<file path="src/rtl/core/soc_pkg.sv">
// shared constants, codes and transaction types of the substring occurrence counter
// no dependencies; used by every file in rtl/core
package soc_pkg;

  localparam int unsigned MaxPattern = 32;
  localparam int unsigned CountBits  = 16;
  localparam int unsigned MatchBits  = 16;
  localparam int unsigned LenBits    = $clog2(MaxPattern + 1);
  localparam int unsigned IdxBits    = (MaxPattern > 1) ? $clog2(MaxPattern) : 1;
  localparam int unsigned WideBits   = (CountBits > MatchBits) ? CountBits : MatchBits;

  localparam logic [1:0] CmdStart  = 2'd0;
  localparam logic [1:0] CmdAppend = 2'd1;
  localparam logic [1:0] CmdText   = 2'd2;
  localparam logic [1:0] CmdUnused = 2'd3;

  localparam logic [1:0] StatusOk        = 2'd0;
  localparam logic [1:0] StatusNoPattern = 2'd1;
  localparam logic [1:0] StatusShort     = 2'd2;

  typedef struct packed {
    logic [1:0] cmd;
    logic [7:0] char_byte;
    logic       end_of_text;
  } in_item_t;

  typedef struct packed {
    logic [MatchBits-1:0] match_count;
    logic [1:0]           status;
  } out_item_t;

  typedef struct packed {
    logic       clear;
    logic       shift;
    logic       wr_en;
    logic [7:0] char_byte;
  } cell_ctrl_t;

endpackage

</file>
<file path="src/rtl/core/soc_cell.sv">
// one compare cell: holds one pattern byte and the prefix-match flag up to it
// depends on soc_pkg
module soc_cell (
  input  logic               clk_i,
  input  logic               rst_ni,
  input  soc_pkg::cell_ctrl_t ctrl_i,
  input  logic               prev_match_i,
  output logic               match_o,
  output logic               hit_o
);

  logic [7:0] pat_q;
  logic       match_q;
  logic       match_d;

  assign hit_o = prev_match_i && (pat_q == ctrl_i.char_byte);

  always_comb begin
    match_d = match_q;
    if (ctrl_i.clear) begin
      match_d = 1'b0;
    end else if (ctrl_i.shift) begin
      match_d = hit_o;
    end
  end

  always_ff @(posedge clk_i) begin
    if (ctrl_i.wr_en) begin
      pat_q <= ctrl_i.char_byte;
    end
  end

  always_ff @(posedge clk_i or negedge rst_ni) begin
    if (!rst_ni) begin
      match_q <= 1'b0;
    end else begin
      match_q <= match_d;
    end
  end

  assign match_o = match_q;

endmodule

</file>
<file path="src/rtl/core/substring_occurrence_counter_core.sv">
// top level of the substring occurrence counter: command decode, cell chain, result register
// depends on soc_pkg and soc_cell
//
// usage:
// - input channel in_valid_i / in_ready_o / in_data_i carries one command per transaction:
//   start a pattern with a byte, append a pattern byte, or a text byte with end_of_text
// - output channel out_valid_o / out_ready_i / out_data_o carries one result per text,
//   sent for the text byte marked end_of_text: match count and status
// - each cell of the chain holds one pattern byte and the flag that the pattern prefix
//   ending at that byte matches the text ending at the newest byte; flags move one cell
//   per text byte
// - throughput is one transaction per cycle while in_ready_o is high; a result appears
//   in out_data_o the cycle after its last text byte is accepted
// - in_ready_o drops only while a result is held and out_ready_i is low; a stalled
//   result holds, and input is taken again in the cycle the result is taken
// - a pattern command abandons any text in progress and sends no result
// - reset empties the pattern, the count and the result register; pattern bytes
//   themselves are not cleared and need no clearing pass
module substring_occurrence_counter_core (
  input  logic                clk_i,
  input  logic                rst_ni,
  input  logic                in_valid_i,
  output logic                in_ready_o,
  input  soc_pkg::in_item_t   in_data_i,
  output logic                out_valid_o,
  input  logic                out_ready_i,
  output soc_pkg::out_item_t  out_data_o
);

  localparam int unsigned Max = soc_pkg::MaxPattern;
  localparam int unsigned LB  = soc_pkg::LenBits;
  localparam int unsigned IB  = soc_pkg::IdxBits;
  localparam int unsigned CB  = soc_pkg::CountBits;
  localparam int unsigned WB  = soc_pkg::WideBits;
  localparam int unsigned MB  = soc_pkg::MatchBits;

  logic [LB-1:0]       len_q, len_d;
  logic [LB-1:0]       seen_q, seen_d;
  logic [CB-1:0]       count_q, count_d;
  logic                out_valid_q, out_valid_d;
  soc_pkg::out_item_t  out_data_q, out_data_d;

  soc_pkg::cell_ctrl_t ctrl [Max];
  logic [Max-1:0]      flag;
  logic [Max-1:0]      hit;

  logic                accept;
  logic                is_text;
  logic                is_pat;
  logic                last;
  logic                wr_any;
  logic [IB-1:0]       wr_idx;
  logic [IB-1:0]       sel_idx;
  logic [LB-1:0]       len_m1;
  logic                match;
  logic [LB-1:0]       seen_inc;
  logic [CB-1:0]       count_inc;
  logic [WB-1:0]       count_wide;
  logic [MB-1:0]       count_out;

  assign in_ready_o = !out_valid_q || out_ready_i;
  assign accept     = in_valid_i && in_ready_o;
  assign is_text    = accept && (in_data_i.cmd == soc_pkg::CmdText);
  assign is_pat     = accept && ((in_data_i.cmd == soc_pkg::CmdStart) ||
                                 (in_data_i.cmd == soc_pkg::CmdAppend));
  assign last       = is_text && in_data_i.end_of_text;

  assign len_m1  = len_q - LB'(1);
  assign sel_idx = len_m1[IB-1:0];
  assign match   = is_text && (len_q != '0) && hit[sel_idx];

  assign seen_inc  = seen_q + LB'(seen_q != LB'(Max));
  assign count_inc = count_q + CB'(match && (count_q != {CB{1'b1}}));
  assign count_wide = WB'(count_inc);
  assign count_out  = (count_wide > WB'({MB{1'b1}})) ? {MB{1'b1}} : count_wide[MB-1:0];

  always_comb begin
    wr_any = 1'b0;
    wr_idx = '0;
    len_d  = len_q;
    if (accept && (in_data_i.cmd == soc_pkg::CmdStart)) begin
      wr_any = 1'b1;
      len_d  = LB'(1);
    end else if (accept && (in_data_i.cmd == soc_pkg::CmdAppend) && (len_q != LB'(Max))) begin
      wr_any = 1'b1;
      wr_idx = len_q[IB-1:0];
      len_d  = len_q + LB'(1);
    end
  end

  always_comb begin
    for (int i = 0; i < Max; i++) begin
      ctrl[i].clear     = is_pat || last;
      ctrl[i].shift     = is_text;
      ctrl[i].wr_en     = wr_any && (wr_idx == IB'(i));
      ctrl[i].char_byte = in_data_i.char_byte;
    end
  end

  for (genvar g = 0; g < Max; g++) begin : g_cell
    if (g == 0) begin : g_head
      soc_cell u_cell (
        .clk_i        (clk_i),
        .rst_ni       (rst_ni),
        .ctrl_i       (ctrl[g]),
        .prev_match_i (1'b1),
        .match_o      (flag[g]),
        .hit_o        (hit[g])
      );
    end else begin : g_body
      soc_cell u_cell (
        .clk_i        (clk_i),
        .rst_ni       (rst_ni),
        .ctrl_i       (ctrl[g]),
        .prev_match_i (flag[g-1]),
        .match_o      (flag[g]),
        .hit_o        (hit[g])
      );
    end
  end

  always_comb begin
    seen_d      = seen_q;
    count_d     = count_q;
    out_valid_d = out_valid_q && !out_ready_i;
    out_data_d  = out_data_q;
    if (is_pat || last) begin
      seen_d  = '0;
      count_d = '0;
    end else if (is_text) begin
      seen_d  = seen_inc;
      count_d = count_inc;
    end
    if (last) begin
      out_valid_d = 1'b1;
      if (len_q == '0) begin
        out_data_d.status      = soc_pkg::StatusNoPattern;
        out_data_d.match_count = '0;
      end else if (seen_inc < len_q) begin
        out_data_d.status      = soc_pkg::StatusShort;
        out_data_d.match_count = '0;
      end else begin
        out_data_d.status      = soc_pkg::StatusOk;
        out_data_d.match_count = count_out;
      end
    end
  end

  always_ff @(posedge clk_i or negedge rst_ni) begin
    if (!rst_ni) begin
      len_q       <= '0;
      seen_q      <= '0;
      count_q     <= '0;
      out_valid_q <= 1'b0;
    end else begin
      len_q       <= len_d;
      seen_q      <= seen_d;
      count_q     <= count_d;
      out_valid_q <= out_valid_d;
    end
  end

  always_ff @(posedge clk_i) begin
    out_data_q <= out_data_d;
  end

  assign out_valid_o = out_valid_q;
  assign out_data_o  = out_data_q;

endmodule

</file>
<file path="config.mk">
export PLATFORM = sky130hd
export DESIGN_NAME = substring_occurrence_counter_core
export DESIGN_NICKNAME = d
export VERILOG_FILES = /design/src/rtl/core/soc_pkg.sv /design/src/rtl/core/soc_cell.sv /design/src/rtl/core/substring_occurrence_counter_core.sv
export SDC_FILE = /design/constraint.sdc
export NUM_CORES = 1
export LEC_CHECK = 0
export CAP_MARGIN = 30
export CELL_PAD_IN_SITES_DETAIL_PLACEMENT = 0
export CELL_PAD_IN_SITES_GLOBAL_PLACEMENT = 1
export CORE_ASPECT_RATIO = 1.4
export CORE_MARGIN = 5
export CORE_UTILIZATION = 58
export CTS_CLUSTER_SIZE = 30
export DETAILED_ROUTE_END_ITERATION = 6
export DONT_BUFFER_PORTS = 1
export PLACE_DENSITY = 0.87
export SETUP_SLACK_MARGIN = 0.2
export SLEW_MARGIN = 40
export SYNTH_ARGS = -nofsm -noshare
export SYNTH_HDL_FRONTEND = slang
export SYNTH_SLANG_ARGS = --single-unit
</file>
<file path="constraint.sdc">
create_clock -name clk_i -period 8.8 [get_ports clk_i]
set_input_delay 0.88 -clock clk_i [delete_from_list [all_inputs] [get_ports clk_i]]
set_output_delay 0.88 -clock clk_i [all_outputs]
set_load 0.02 [all_outputs]
</file>
==> out/results.md <==
| Parameter | This run |
| --- | --- |
| Top-level I/O count | 35 |
| Inserted Diodes | 0 |
| Initial detailed-routing violation count | 627 |
| Pins over their slew limit | 0 |
| Met2 wire length | 14.90 mm |
| Portion of the post-synthesis area used by sequential elements | 65.02% |
| Leakage power of the design | 5.403 nW |
| Maximum clock frequency | 186.6 MHz |
| Number of nets still failing antenna checks after routing | 0 |
| CTS tree | done |
| Post-route non-filler standard cell count | 1410 |
| Crit path max-delay family | adder cells |
| Transition time at the pin with the least slew margin | 0.8228 ns |
| Reg-to-reg setup timing slack | 3.44 ns |
| CP Data Arrival Time | 5.62 ns |
| Via count of the first global-routing pass | 8608 |
| RD Place Congestion | 0.8307 |
| Crit path top cell by count | sky130_fd_sc_hd__ha_1 |
| Final hold vios | 0 |
| Area of the mapped netlist | 14960 um^2 |
| Routed via count | 8365 |
| Max-cap violation count | 0 |
| Detailed-route wire length | 29.45 mm |
| DP HPWL | 17.13 mm |
| Clock insertion delay at the later pin of the skew report | 0.55 ns |
| Synthesized area per cell | 13.72 um^2 |
| Layout Cell Area excl Fill | 15980 um^2 |
| Average detailed-routed wire length per instance | 20.89 um |
| Die footprint | 29160 um^2 |
| Die extent in x | 145.7 um |
| Number of enable flip-flop cells after synthesis | 274 |
| Critical Path, Cell by Cell | inv_1 > ha_1 > inv_1 > nor4_1 > o21ai_1 > a31oi_1 > a211oi_1 > o311ai_2 > ha_1 > ha_1 > nand2_1 > nor3_1 > and3_1 > and3_1 > xnor2_1 > nor3_1 |
| Top_reg_cell synth | sky130_fd_sc_hd__edfxtp_1 |
| Area of placed instances | 15040 um^2 |
| Site row count | 69 |
| Async SR Flop Fraction | 17.96% |
| Peak ir drop on the vdd network | 0.1917 mV |
| Reg2Reg Depth | 16 |
| Type of the tightest min-delay check | in2async |
| Number of buffers inserted during clock tree synthesis | 29 |
| Core Region | 25380 um^2 |
| Number of cells after detailed placement | 1356 |
| Final worst path period share | 60.89% |
| Global-route wire length before repair | 47.37 mm |
| Clock H-tree levels | 1 |
| Number of distinct library cell variants in the gate-level netlist after synthesis | 51 |
| YS warnings | 0 |
| DRC | 0 |
| Commonest cells post-synth | sky130_fd_sc_hd__edfxtp_1 (274), sky130_fd_sc_hd__xor2_1 (169), sky130_fd_sc_hd__xnor2_1 (112), sky130_fd_sc_hd__nand2_1 (62), sky130_fd_sc_hd__dfrtp_1 (60) |
| Top cells by area in the synthesized netlist | sky130_fd_sc_hd__edfxtp_1 (55%), sky130_fd_sc_hd__dfrtp_1 (10%), sky130_fd_sc_hd__xor2_1 (9.9%) |
| RSZ-0062 raised after global routing | no |
| Worst reg2reg path startpoint | len_q[0] |
| Buffer cell driving the clock tree root | sky130_fd_sc_hd__clkbuf_16 |
| Worst slew slack as a fraction of its limit | 45.15% |
| Power per cell area | 209.1 nW/um^2 |
| Reg2reg end | out_data_o[16] |
| Run status | completed |
| Setup total negative slack | 0 ns |
| Total Nets Final | 1097 |
| Number of clock sinks seen by CTS | 334 |
| Clk pin slew, worst setup/hold paths | 0.07 ns |
| Worst Path Required | 9.06 ns |
| Met1 wire length | 12.37 mm |
| Detailed-router iteration count before antenna repair | 5 |
| Initial core utilization | 58.95% |
| Fill cell total of the finished layout | 1848 |
| Overall power | 3.341 mW |
| Clock period minus worst slack | 5.358 ns |
| CP max-delay cell | sky130_fd_sc_hd__ha_1 |
| Post-synthesis net count | 1119 |
| Height of the die | 200.0 um |
| Number of cells produced by synthesis | 1091 |
| Final setup violation count | 0 |
| Endpoint class of the critical path | flip-flop |
| Highest layer used for signal routing | met4 |
| Most instantiated library cell after synthesis | sky130_fd_sc_hd__edfxtp_1 |
| Leading area contributor after synthesis | sky130_fd_sc_hd__edfxtp_1 |
| Largest clock skew in the final design | 0.01601 ns |
| CP Max Fanout | 24 |
| Pin count of the biggest net entering global routing | 65 |
| Footprint of the flip-flops and latches | 9729 um^2 |
| Leftover overflow at the end of global routing | 0 |
| Routed vias/inst | 5.933 |
| Worst path buffer plus inverter count | 2 |
| Routed wire length on met3 | 1.482 mm |
| Fraction of synthesized cell area taken by the top area cell type | 54.99% |
| Footprint of the multi-input gates | 4853 um^2 |
| Total GRT Usage | 20.29% |
| Slowest Stage Delay on Critical Path | 0.90 ns |
| CP Launch Type | flip-flop |
| Count of buffers from port buffering | 0 |
| Total of flip-flops plus latches after synthesis | 334 |
| Critical path class | reg2reg |
| Initial antenna violation count | 0 |
| Worst-case clock buffer depth | 3 |
| Layout Area Growth over Synthesis | 6.790% |
| Fraction of final layout cells sized beyond drive strength 1 | 5.041% |
[report_power, final]
group / leakage [nW] / switching [mW] / internal [mW]
sequential: 3.28 / 0.0395 / 1.73
combinational: 1.68 / 0.199 / 0.112
clock: 0.444 / 0.539 / 0.720
total: 5.40 / 0.778 / 2.56
[layout make-up]
| class | instances | share of cell area [%] |
|---|---|---|
| inverter | 11 | 0.2584 |
| clock inverter | 17 | 1.120 |
| multi-input combinational | 690 | 30.37 |
| sequential | 334 | 60.89 |
| clock buffer | 36 | 4.706 |
| tap | 319 | 2.498 |
| timing repair buffer | 3 | 0.1566 |
[what timing repair did]
| action | CTS | global route |
|---|---|---|
| hold endpoints to repair | 0 | 2 |
| hold buffers | 0 | 1 |
| buffers inserted | 0 | 0 |
| setup endpoints to repair | 0 | 0 |
| resized for setup | 0 | 0 |
[through the flow]
step	hold slack, ns	util [%]	setup WS [ns]
finish	0.02144	62.95	3.442
global route	0.002470	62.95	2.933
CTS	0.001928	62.92	3.468
detailed placement	0.4574	59.25	3.486
global placement	0.4456	59.17	3.773
floorplan	0.4305	-	4.596
[worst max-delay path by stage]
stage	startpoint	depth (start not counted)	slack, ns	endpoint
6_report	len_q[0]	16	3.44	out_data_o[16]
5_1_grt	len_q[0]	17	2.93	count_q[14]
4_1_cts	len_q[0]	16	3.47	out_data_o[16]
3_5_place_dp	len_q[0]	16	3.49	out_data_o[16]
3_3_place_gp	len_q[0]	16	3.77	out_data_o[16]
2_1_floorplan	len_q[0]	17	4.60	out_data_o[16]
[cells by family after synthesis]
kind of cell    Yosys count  share of synthesized area, %
compound gates           96                         4.532
xor+xnor                282                         16.56
fa+ha+maj                13                         1.087
buf+inv                  67                         2.743
flops                   334                         65.02
mux                       2                        0.1505
simple gates            297                         9.909
[registers in the layout, indices dropped and copies added, names as in the netlist, 6 cells and up]
signal / count
count_q: 16
g_cell.g_body.u_cell.match_o: 30
g_cell.g_body.u_cell.pat_q: 248
g_cell.g_head.u_cell.pat_q: 8
len_q: 6
out_data_o: 18
seen_q: 6
[per-layer routing]
| metal | global-route usage, % | vias to the layer above |
|---|---|---|
| li1 | - | 3892 |
| met1 | 27.25 | 4197 |
| met2 | 35.66 | 221 |
| met3 | 2.258 | 55 |
| met4 | 5.461 | 0 |
| met5 | 0 | - |
[cell usage in the layout, fill, tap and decap left out, drive strengths merged, types with 2 or more instances in the layout]
cell        n
a221oi      2
edfxtp    274
dfrtp      60
o211ai      2
and3       13
a21o        5
nand4      33
o221ai      2
o31ai      11
nor3b       3
ha         13
nand2      62
and2        6
nand3      39
nor2       52
o21ai      39
o2111ai     2
xnor2     113
buf         2
clkbuf     36
nor3       50
nor4       30
a21oi       2
inv        10
nand2b      3
xor2      169
clkinvlp    2
mux2        2
o311ai      2
a31oi       3
a32o        2
a211oi      4
bufinv      4
a22o       18
clkinv     12
Note: power is estimated with default switching activity, not from simulation.
